$ cat src/rtl/dstq_pkg.sv
`timescale 1ns / 1ps
// ----------------------------------------------------------------------------
// dstq_pkg
// Shared types and constants for the deadline-sorted task queue.
// ----------------------------------------------------------------------------
package dstq_pkg;

  localparam int unsigned DEPTH   = 16;
  localparam int unsigned CNT_W   = $clog2(DEPTH + 1);
  localparam int unsigned ID_W    = 32;
  localparam int unsigned DL_W    = 32;
  localparam int unsigned COUNT_W = 5;
  localparam int unsigned STAT_W  = 2;

  localparam logic ACT_INSERT = 1'b0;
  localparam logic ACT_REMOVE = 1'b1;

  localparam logic [STAT_W-1:0] ST_DONE    = 2'd0;
  localparam logic [STAT_W-1:0] ST_FULL    = 2'd1;
  localparam logic [STAT_W-1:0] ST_MISSING = 2'd2;

  // Commands from the controller to the datapath
  typedef struct packed {
    logic capture;
    logic apply;
  } cmd_t;

endpackage

$ cat src/rtl/dstq_ctrl.sv
`timescale 1ns / 1ps
// ----------------------------------------------------------------------------
// dstq_ctrl
// Two-step sequencer: capture the item and its compares, then apply it.
// ----------------------------------------------------------------------------
module dstq_ctrl (
  input  logic           clk_i,
  input  logic           rst_ni,
  input  logic           start_i,
  output logic           busy_o,
  output logic           done_o,
  output dstq_pkg::cmd_t cmd_o
);

  typedef enum logic {
    S_IDLE,
    S_APPLY
  } state_e;

  state_e state_q;
  logic   busy_q;
  logic   done_q;

  always_comb begin
    cmd_o.capture = start_i && !busy_q;
    cmd_o.apply   = (state_q == S_APPLY);
  end

  always_ff @(posedge clk_i or negedge rst_ni) begin
    if (!rst_ni) begin
      state_q <= S_IDLE;
      busy_q  <= 1'b0;
      done_q  <= 1'b0;
    end else begin
      done_q <= 1'b0;
      unique case (state_q)
        S_IDLE: begin
          if (start_i) begin
            state_q <= S_APPLY;
            busy_q  <= 1'b1;
          end
        end
        S_APPLY: begin
          state_q <= S_IDLE;
          busy_q  <= 1'b0;
          done_q  <= 1'b1;
        end
        default: begin
          state_q <= S_IDLE;
          busy_q  <= 1'b0;
        end
      endcase
    end
  end

  assign busy_o = busy_q;
  assign done_o = done_q;

`ifndef SYNTHESIS
  a_apply_then_done: assert property (@(posedge clk_i) disable iff (!rst_ni)
    busy_q |=> done_q && !busy_q)
    else $error("apply step did not finish in one cycle");
  a_done_after_apply: assert property (@(posedge clk_i) disable iff (!rst_ni)
    done_q |-> $past(busy_q))
    else $error("result strobe without an apply step");
  a_busy_tracks_state: assert property (@(posedge clk_i) disable iff (!rst_ni)
    busy_q == (state_q == S_APPLY))
    else $error("busy out of step with state");
`endif

endmodule

$ cat src/rtl/dstq_datapath.sv
`timescale 1ns / 1ps
// ----------------------------------------------------------------------------
// dstq_datapath
// Sorted cell chain: per-cell compares, then one shift step to insert/remove.
// ----------------------------------------------------------------------------
module dstq_datapath (
  input  logic                                clk_i,
  input  logic                                rst_ni,
  input  dstq_pkg::cmd_t                      cmd_i,
  input  logic                                action_i,
  input  logic [dstq_pkg::ID_W-1:0]           task_id_i,
  input  logic [dstq_pkg::DL_W-1:0]           deadline_i,
  output logic [dstq_pkg::STAT_W-1:0]         status_o,
  output logic [dstq_pkg::COUNT_W-1:0]        entry_count_o
);

  localparam int unsigned N = dstq_pkg::DEPTH;

  logic [dstq_pkg::ID_W-1:0]  ids_q [N];
  logic [dstq_pkg::ID_W-1:0]  ids_d [N];
  logic [dstq_pkg::DL_W-1:0]  dls_q [N];
  logic [dstq_pkg::DL_W-1:0]  dls_d [N];
  logic [dstq_pkg::ID_W-1:0]  ids_dn [N];
  logic [dstq_pkg::DL_W-1:0]  dls_dn [N];
  logic [dstq_pkg::ID_W-1:0]  ids_up [N];
  logic [dstq_pkg::DL_W-1:0]  dls_up [N];

  logic [N-1:0]               valid_q, valid_d;
  logic [dstq_pkg::CNT_W-1:0] count_q, count_d;

  logic                       op_q;
  logic [dstq_pkg::ID_W-1:0]  id_q;
  logic [dstq_pkg::DL_W-1:0]  dl_q;
  logic [N-1:0]               le_q, match_q;
  logic [N-1:0]               le_prev, first_hit, from_hit;
  logic                       full, found;
  logic [dstq_pkg::STAT_W-1:0] status_q, status_d;
  logic [dstq_pkg::COUNT_W-1:0] ecount_q;

  assign full      = valid_q[N-1];
  assign found     = |match_q;
  assign le_prev   = {le_q[N-2:0], 1'b1};
  // isolate the first matching cell, then mark it and everything behind it
  assign first_hit = match_q & (~match_q + N'(1));
  assign from_hit  = ~(first_hit - N'(1));

  always_comb begin
    ids_dn[0] = id_q;
    dls_dn[0] = dl_q;
    for (int k = 1; k < N; k++) begin
      ids_dn[k] = ids_q[k-1];
      dls_dn[k] = dls_q[k-1];
    end
    for (int k = 0; k < N - 1; k++) begin
      ids_up[k] = ids_q[k+1];
      dls_up[k] = dls_q[k+1];
    end
    ids_up[N-1] = ids_q[N-1];
    dls_up[N-1] = dls_q[N-1];
  end

  always_comb begin
    ids_d    = ids_q;
    dls_d    = dls_q;
    valid_d  = valid_q;
    count_d  = count_q;
    status_d = dstq_pkg::ST_DONE;
    if (op_q == dstq_pkg::ACT_INSERT) begin
      if (full) begin
        status_d = dstq_pkg::ST_FULL;
      end else begin
        // keep cells that sort ahead, drop the item into the first gap, push the rest
        for (int k = 0; k < N; k++) begin
          if (!le_q[k]) begin
            ids_d[k] = le_prev[k] ? id_q : ids_dn[k];
            dls_d[k] = le_prev[k] ? dl_q : dls_dn[k];
          end
        end
        valid_d = {valid_q[N-2:0], 1'b1};
        count_d = count_q + dstq_pkg::CNT_W'(1);
      end
    end else begin
      if (!found) begin
        status_d = dstq_pkg::ST_MISSING;
      end else begin
        for (int k = 0; k < N; k++) begin
          if (from_hit[k]) begin
            ids_d[k] = ids_up[k];
            dls_d[k] = dls_up[k];
          end
        end
        valid_d = valid_q >> 1;
        count_d = count_q - dstq_pkg::CNT_W'(1);
      end
    end
  end

  always_ff @(posedge clk_i or negedge rst_ni) begin
    if (!rst_ni) begin
      valid_q <= '0;
      count_q <= '0;
    end else if (cmd_i.apply) begin
      valid_q <= valid_d;
      count_q <= count_d;
    end
  end

  always_ff @(posedge clk_i) begin
    if (cmd_i.capture) begin
      op_q <= action_i;
      id_q <= task_id_i;
      dl_q <= deadline_i;
      for (int k = 0; k < N; k++) begin
        le_q[k]    <= valid_q[k] && (dls_q[k] <= deadline_i);
        match_q[k] <= valid_q[k] && (ids_q[k] == task_id_i);
      end
    end
    if (cmd_i.apply) begin
      ids_q    <= ids_d;
      dls_q    <= dls_d;
      status_q <= status_d;
      ecount_q <= dstq_pkg::COUNT_W'(count_d);
    end
  end

  assign status_o      = status_q;
  assign entry_count_o = ecount_q;

`ifndef SYNTHESIS
  a_count_bound: assert property (@(posedge clk_i) disable iff (!rst_ni)
    count_q <= dstq_pkg::CNT_W'(N))
    else $error("entry count above depth");
  a_count_valid: assert property (@(posedge clk_i) disable iff (!rst_ni)
    $countones(valid_q) == int'(count_q))
    else $error("valid cells disagree with entry count");
  a_valid_packed: assert property (@(posedge clk_i) disable iff (!rst_ni)
    (valid_q & (valid_q + N'(1))) == '0)
    else $error("valid cells not packed at the head");
`endif

endmodule

$ cat src/rtl/deadline_sorted_task_queue.sv
`timescale 1ns / 1ps
// ----------------------------------------------------------------------------
// deadline_sorted_task_queue
// Earliest-deadline-first task list with insert and remove-by-id commands.
// ----------------------------------------------------------------------------
// For each command, busy_o is high for the cycle after start_i is
// taken, while the cell chain shifts; the result appears on status_o and
// entry_count_o with done_o for exactly one cycle after that and cannot be
// held off, so a new command may be issued in that same cycle. A command runs
// as the registered per-cell compare step followed by the shift step.
// Entries with equal deadlines keep arrival order; removal deletes the first
// matching identifier from the head.
// ----------------------------------------------------------------------------
module deadline_sorted_task_queue (
  input  logic                         clk_i,
  input  logic                         rst_ni,
  input  logic                         start_i,
  output logic                         busy_o,
  output logic                         done_o,
  input  logic                         action_i,
  input  logic [dstq_pkg::ID_W-1:0]    task_id_i,
  input  logic [dstq_pkg::DL_W-1:0]    deadline_i,
  output logic [dstq_pkg::STAT_W-1:0]  status_o,
  output logic [dstq_pkg::COUNT_W-1:0] entry_count_o
);

  dstq_pkg::cmd_t cmd;

  dstq_ctrl u_ctrl (
    .clk_i   (clk_i),
    .rst_ni  (rst_ni),
    .start_i (start_i),
    .busy_o  (busy_o),
    .done_o  (done_o),
    .cmd_o   (cmd)
  );

  dstq_datapath u_datapath (
    .clk_i         (clk_i),
    .rst_ni        (rst_ni),
    .cmd_i         (cmd),
    .action_i      (action_i),
    .task_id_i     (task_id_i),
    .deadline_i    (deadline_i),
    .status_o      (status_o),
    .entry_count_o (entry_count_o)
  );

endmodule
$ cat config.mk
export PLATFORM = sky130hd
export DESIGN_NAME = deadline_sorted_task_queue
export DESIGN_NICKNAME = d
export VERILOG_FILES = /design/src/rtl/dstq_pkg.sv /design/src/rtl/dstq_ctrl.sv /design/src/rtl/dstq_datapath.sv /design/src/rtl/deadline_sorted_task_queue.sv
export SDC_FILE = /design/constraint.sdc
export NUM_CORES = 2
export LEC_CHECK = 0
export BUFFER_PORTS_ARGS = -buffer_cell sky130_fd_sc_hd__buf_2
export CORE_UTILIZATION = 65
export CTS_BUF_LIST = sky130_fd_sc_hd__clkbuf_2
export DETAILED_ROUTE_END_ITERATION = 7
export PLACE_DENSITY_LB_ADDON = 0.08
export SLEW_MARGIN = 5
export SYNTH_ARGS = -nofsm -noshare
export SYNTH_HDL_FRONTEND = slang
export SYNTH_HIERARCHICAL = 1
export SYNTH_SLANG_ARGS = --single-unit
$ cat constraint.sdc
create_clock -name clk_i -period 9.68 [get_ports clk_i]
set_input_delay 1.452 -clock clk_i [delete_from_list [all_inputs] [get_ports clk_i]]
set_output_delay 1.452 -clock clk_i [all_outputs]
set_load 0.02 [all_outputs]
### Yosys cells after proc, flatten, opt, wreduce, memory -nomap -nowiden

Index checks and enable logic that the tools add are counted.

| storage, ports and cells | value |
|---|---|
| word-level logic and storage cells | 286 |
| register bits | 1,152 |
| output and inout bits | 9 |
| input port bits | 68 |

| operators by class | value |
|---|---|
| $add $sub $neg | 4 |
| multiplexer cells | 112 |
| $lt $le $gt $ge | 16 |
| equal/unequal tests | 49 |
| reductions and logical operators | 53 |
| bitwise gates (word level) | 7 |

Operators with widths:

| operator | number |
|---|---|
| 2-to-1 mux 512 bit | 6 |
| 2-to-1 mux 32 bit | 92 |
| equality test 32 bit | 16 |
| <= comparator 32 bit | 16 |
| AND reduction 5 bit | 15 |
| 2-to-1 mux 16 bit | 3 |
| inequality test 2 bit (second input constant) | 18 |
| logical AND 1 bit | 33 |
| inequality test 2 x 1 -> 1 bit (second input constant) | 15 |
| inverter 15 bit | 2 |
| OR reduction 16 bit | 1 |
| adder 15 x 1 -> 15 bit (second input constant) | 1 |
| bitwise AND 15 bit | 1 |
| 2-to-1 mux 5 bit | 3 |
| subtractor 15 x 1 -> 15 bit (second input constant) | 1 |
| adder 5 x 1 -> 5 bit (second input constant) | 1 |
| subtractor 5 x 1 -> 5 bit (second input constant) | 1 |
| 2-to-1 mux 1 bit | 4 |
| 2-to-1 mux 2 bit | 2 |
| inverter 1 bit | 4 |
| case mux 1 bit (2 select lines) | 2 |
| AND reduction 4 bit | 1 |
| AND reduction 3 bit | 1 |
| AND reduction 2 bit | 1 |
| logical NOT 1 bit | 1 |

### Longest topological paths before layout

| logic depth | value |
|---|---|
| depth in word-level cells | 8 |
| mapped depth | 8 |
| depth with buffers taken out | 8 |

### Hierarchy

The synthesis kept the hierarchy.

Modules (own cells, without submodules):

| module | instances | sequential area each (um^2) | cells each | area an instance (um^2) |
|---|---|---|---|---|
| dstq_datapath | 1 | 34,398.0 | 6,671 | 72,072.9 |
| dstq_ctrl | 1 | 75.1 | 7 | 105.1 |

### Least setup slack after synthesis

Ideal clock, no wire load.

| timing path | value |
|---|---|
| kind | register to register |
| start | register u_datapath.op_q |
| end | register u_datapath/dls_q[0] (netlist name), enable pin |
| library setup time | 644 ps |
| stages on the path, launching flop included | 7 |
| required time | 9,036 ps |
| path buffers | 5 |
| path slack | 1,571 ps |
| data arrival time | 7,465 ps |
| clock period less this slack | 8,109 ps |
| path through | edfxtp_1 clkbuf_1 buf_2 buf_1 clkbuf_1 clkbuf_1 nor4_1 |

| on the way | value |
|---|---|
| word-level cells in the longest chain between the ends | 2 |

Ends and longest elaborated chain:

| item | RTL line | text |
|---|---|---|
| start, declared | dstq_datapath.sv:31 | `logic op_q;` |
| start signal, assigned | dstq_datapath.sv:110 | `op_q <= action_i;` |
| inverter 1 bit (no source line) | - |  |
| AND reduction 4 bit (no source line) | - |  |
| end signal, assigned | dstq_datapath.sv:120 | `dls_q <= dls_d;` |
| end, declared | dstq_datapath.sv:21 | `logic [dstq_pkg::DL_W-1:0] dls_q [N];` |

No other way between the ends.
A chain may end at the register's enable or synchronous reset.

### Final worst setup path

| timing path | value |
|---|---|
| start | register u_datapath.op_q |
| end | register u_datapath.dls_q, in the netlist u_datapath/dls_dn[261], enable pin |

| on the way | value |
|---|---|
| word-level cells in the longest chain between the ends | 2 |
| elaborated cells between the ends (all ways) | 5 |
| classes of those cells | eq/ne (4); reduce/logical (1) |

Ends and longest elaborated chain:

| item |
|---|
| inequality test 2 x 1 -> 1 bit (no source line) / inequality test 2 bit (equally long branches) |
| AND reduction 5 bit (no source line) (*) |

Every way passes the cells marked *; elsewhere a longest branch is shown, timed or not.

==> flow_summary_export.csv <==
group,metric,value,unit
outcome,run_status,"finished with violations",
outcome,violations,"capacitance limit",
cells_and_area,final.fill_count,8376,
setup_path,crit_family,"buffers and inverters",
timing,rsz0062_at_grt,"false",
synthesis,yosysSeqAreaShare,0.478,
drt,drcViolationCount,0,
timing,fin_worst_skew,0.149,ns
die,fp-row-count,121,
drt,vias_per_cell,6.91,
min_path,hold_path_class,"input port to flip-flop",
cells_and_area,post_layout_nonfiller_instances,8445,
place,place_area,73700,sq um
global_routing,antenna_found_initial,35,
synthesis,synth_enable_flop_cells,1128,
place,dp_cells,7864,
synthesis,ys_top_cells_by_area,"edfxtp_1, mux2i_1, ha_1",
die,fp.dieArea,112000,sq um
timing,hold_viol_final,0,
die,core_area,109000,sq um
timing,finalSetupTns,0,ns
timing,fmax,190,MHz
setup_path,path_cells,"buf_4, clkinv_1, buf_4, nand2_1, inv_1, or3_2, a211oi_4, buf_4",
setup_path,critical_path.most_common_cell,"buf_4",
timing,finalSetupViolCount,0,
global_routing,grt_max_degree,267,
drt,dr.first_iter.drc_count,9013,
global_routing,grt_pass1_vias,54598,
pwr,sw_frac_of_total,0.356,
pwr,seqPwrFrac,0.508,
cells_and_area,final_common_cell,"edfxtp_1",
pwr,power.internal,0.00833,W
drt,wire_per_inst,32.5,um
setup_path,slowest_stage,"a211oi_4",
pwr,leakage,30.6,nW
pwr,clockPowerShare,0.274,
synthesis,synth_top_cell_by_area,"edfxtp_1",
global_routing,grt_pass1_wl,387,mm
synthesis,syn_inst,6678,
die,start_util,0.659,
drt,wl,274,mm
clock_network,clk_path_buf_depth,4,
clock_network,htreeDepth,5,
synthesis,synth_top_area_share,0.469,
cells_and_area,final_cell_area,76800,sq um
drt,drtPass1Iterations,8,
synthesis,synthesis.nets,7260,
setup_path,cp-start-kind,"flip-flop",
synthesis,synth_ff_type,"edfxtp_1",
global_routing,grt_usage,0.483,
setup_path,crit_buf_inv,5,
cells_and_area,final_nets,7334,
synthesis,syn_area_per_cell,10.8,sq um
drt,vias,58343,
die,ioPinCount,77,
setup_path,worst_setup_path_end_kind,"flip-flop",
pwr,peakVddDrop,123,uV
synthesis,ys_types,67,
synthesis,synthArstFlopShare,0.0208,
place,portBuffers,76,
synthesis,synth-seq-cells,1152,
pwr,cellPowerDensity,169,nW/um^2
place,dp_hpwl,185,mm
die,dieWidth,335,um
clock_network,cts_tree,"built",
clock_network,cts.sink_count,1152,
cells_and_area,drive_gt1_frac,0.111,
synthesis,yosysWarnings,6,
timing,drv_slew,0,
clock_network,cts_resized,0,
timing,fin_crit_sh,0.543,
clock_network,clk_latency,1.78,ns
die,die_h,335,um
clock_network,clk_pin_slew,0.12,ns
pwr,pwr-share-comb,0.218,
job,drv_cap,1,
setup_path,cp.arrival,6.53,ns
cells_and_area,final_cell_mix,"edfxtp_1, nand2_1, o21ai_0",
timing,fin_crit,5.25,ns
setup_path,worstPathMaxFanout,93,
setup_path,criticalPathCategory,"flip-flop to flip-flop",
drt,ant_nets,0,
synthesis,syn_area,72200,sq um
timing,slew_headroom,0.0194,
clock_network,root_buffer,"clkbuf_2",
cells_and_area,ff_latch_area,34500,sq um
cells_and_area,multi_input_area,36000,sq um
pwr,power_switching,0.00461,W
setup_path,required,10.96,ns
place,gp_congestion,1.09,
global_routing,gr-total-overflow,0,
timing,worst_slew_pin_slew,1.47,ns
clock_network,cts_made_buffers,327,
setup_path,slowest_delay,0.92,ns
cells_and_area,syn2layout_area_growth,6.35,%
synthesized netlist by cell type (21+ instances only):
library cell and count:
o21ai_0 964, nor2b_1 27, buf_1 67, nor2_1 127, inv_1 71, a21oi_1 209
xnor2_1 352, a21o_1 73, xor2_1 162, nand2_1 1004, nor3_1 21, nand3_1 66
nand4_1 174, mux2i_1 961, nor4_1 85, clkbuf_1 387, dfrtp_1 24, ha_1 514
mux2_2 64, a211oi_1 29, edfxtp_1 1128
through the flow:
step | hold slack (ns) | power [W] | setup slack (ns) | utilization
2_1_floorplan | 0.387 | 0.00812 | 1.57 | -
3_3_place_gp | 0.479 | 0.00920 | 4.14 | 0.673
3_5_place_dp | 0.491 | 0.00928 | 4.66 | 0.673
4_1_cts | 0.0541 | 0.0128 | 4.58 | 0.700
5_1_grt | 0.101 | 0.0133 | 4.29 | 0.701
6_report | 0.190 | 0.0129 | 4.43 | 0.701
state kept, by name, summed over array words and instances, names as in the netlist:
register / flops
u_datapath/count_q: 5
u_datapath/entry_count_o: 5
u_datapath/id_q: 32
u_datapath/dl_q: 32
u_datapath/dls_dn: 480
u_datapath/op_q: 1
u_ctrl/busy_o: 1
u_ctrl/state_q: 1
u_datapath/valid_q: 16
u_datapath/match_q: 16
u_datapath/ids_dn: 480
u_ctrl/done_o: 1
u_datapath/ids_q: 32
u_datapath/dls_q: 32
u_datapath/status_o: 2
u_datapath/le_q: 16
layer usage:
metal  vias up  share of wire  wire length, um  global-route usage
met5         -        0.00096              263                   0
met4        34           0.10            27300               0.418
met3      1107           0.13            36900               0.143
met2      4463           0.41           113000               0.671
met1     27788           0.35            96900               0.614
li1      24951              -                -                   -
cell type report:
class / instances / share of cell area
clock inverters: 45 / 0.00323
multi-input cells: 4995 / 0.469
flip-flops and latches: 1152 / 0.449
inverters: 72 / 0.00352
clock buffers: 481 / 0.0314
diodes: 20 / 0.000652
well taps: 1476 / 0.0241
repair buffers: 204 / 0.0195
kinds of logic after synthesis:
family / Yosys count / synth area share
AOI/OAI and AO/OA: 1384 / 0.104
DFF: 1152 / 0.478
adders and majority gates: 514 / 0.0891
and+or+nand+nor: 1557 / 0.0951
buffers and inverters: 531 / 0.0278
muxes: 1026 / 0.143
xor gates and xnor gates: 514 / 0.0624
worst paths after layout:
path | startpoint | to | slack (ns) | cells after the start
max | u_datapath/op_q | u_datapath/dls_dn[261] | 4.43 | 8
min | task_id_i[27] | u_datapath/id_q[27] | 0.19 | 1
max reg2reg | u_datapath/op_q | u_datapath/dls_dn[261] | 4.43 | 8
min reg2reg | u_datapath/count_q[4] | u_datapath/count_q[4] | 0.50 | 1
max in group asynchronous | rst_ni | u_datapath/valid_q[1] | 9.03 | 2
min in group asynchronous | rst_ni | u_datapath/valid_q[14] | 0.24 | 2
power groups by stage:
stage	combinational, W	sequential (W)	clock [W]
finish	0.00282	0.00657	0.00355
global route	0.00294	0.00657	0.00379
CTS	0.00267	0.00653	0.00356
detailed placement	0.00265	0.00663	0
global placement	0.00257	0.00663	0
floorplan	0.00176	0.00636	0
what timing repair did:
item | 4_1_cts | 5_1_grt
hold buffers | 34 | 0
hold endpoints to repair | 58 | 0
setup buffers | 0 | 0
No activity file was read; power rests on OpenSTA's default activity.
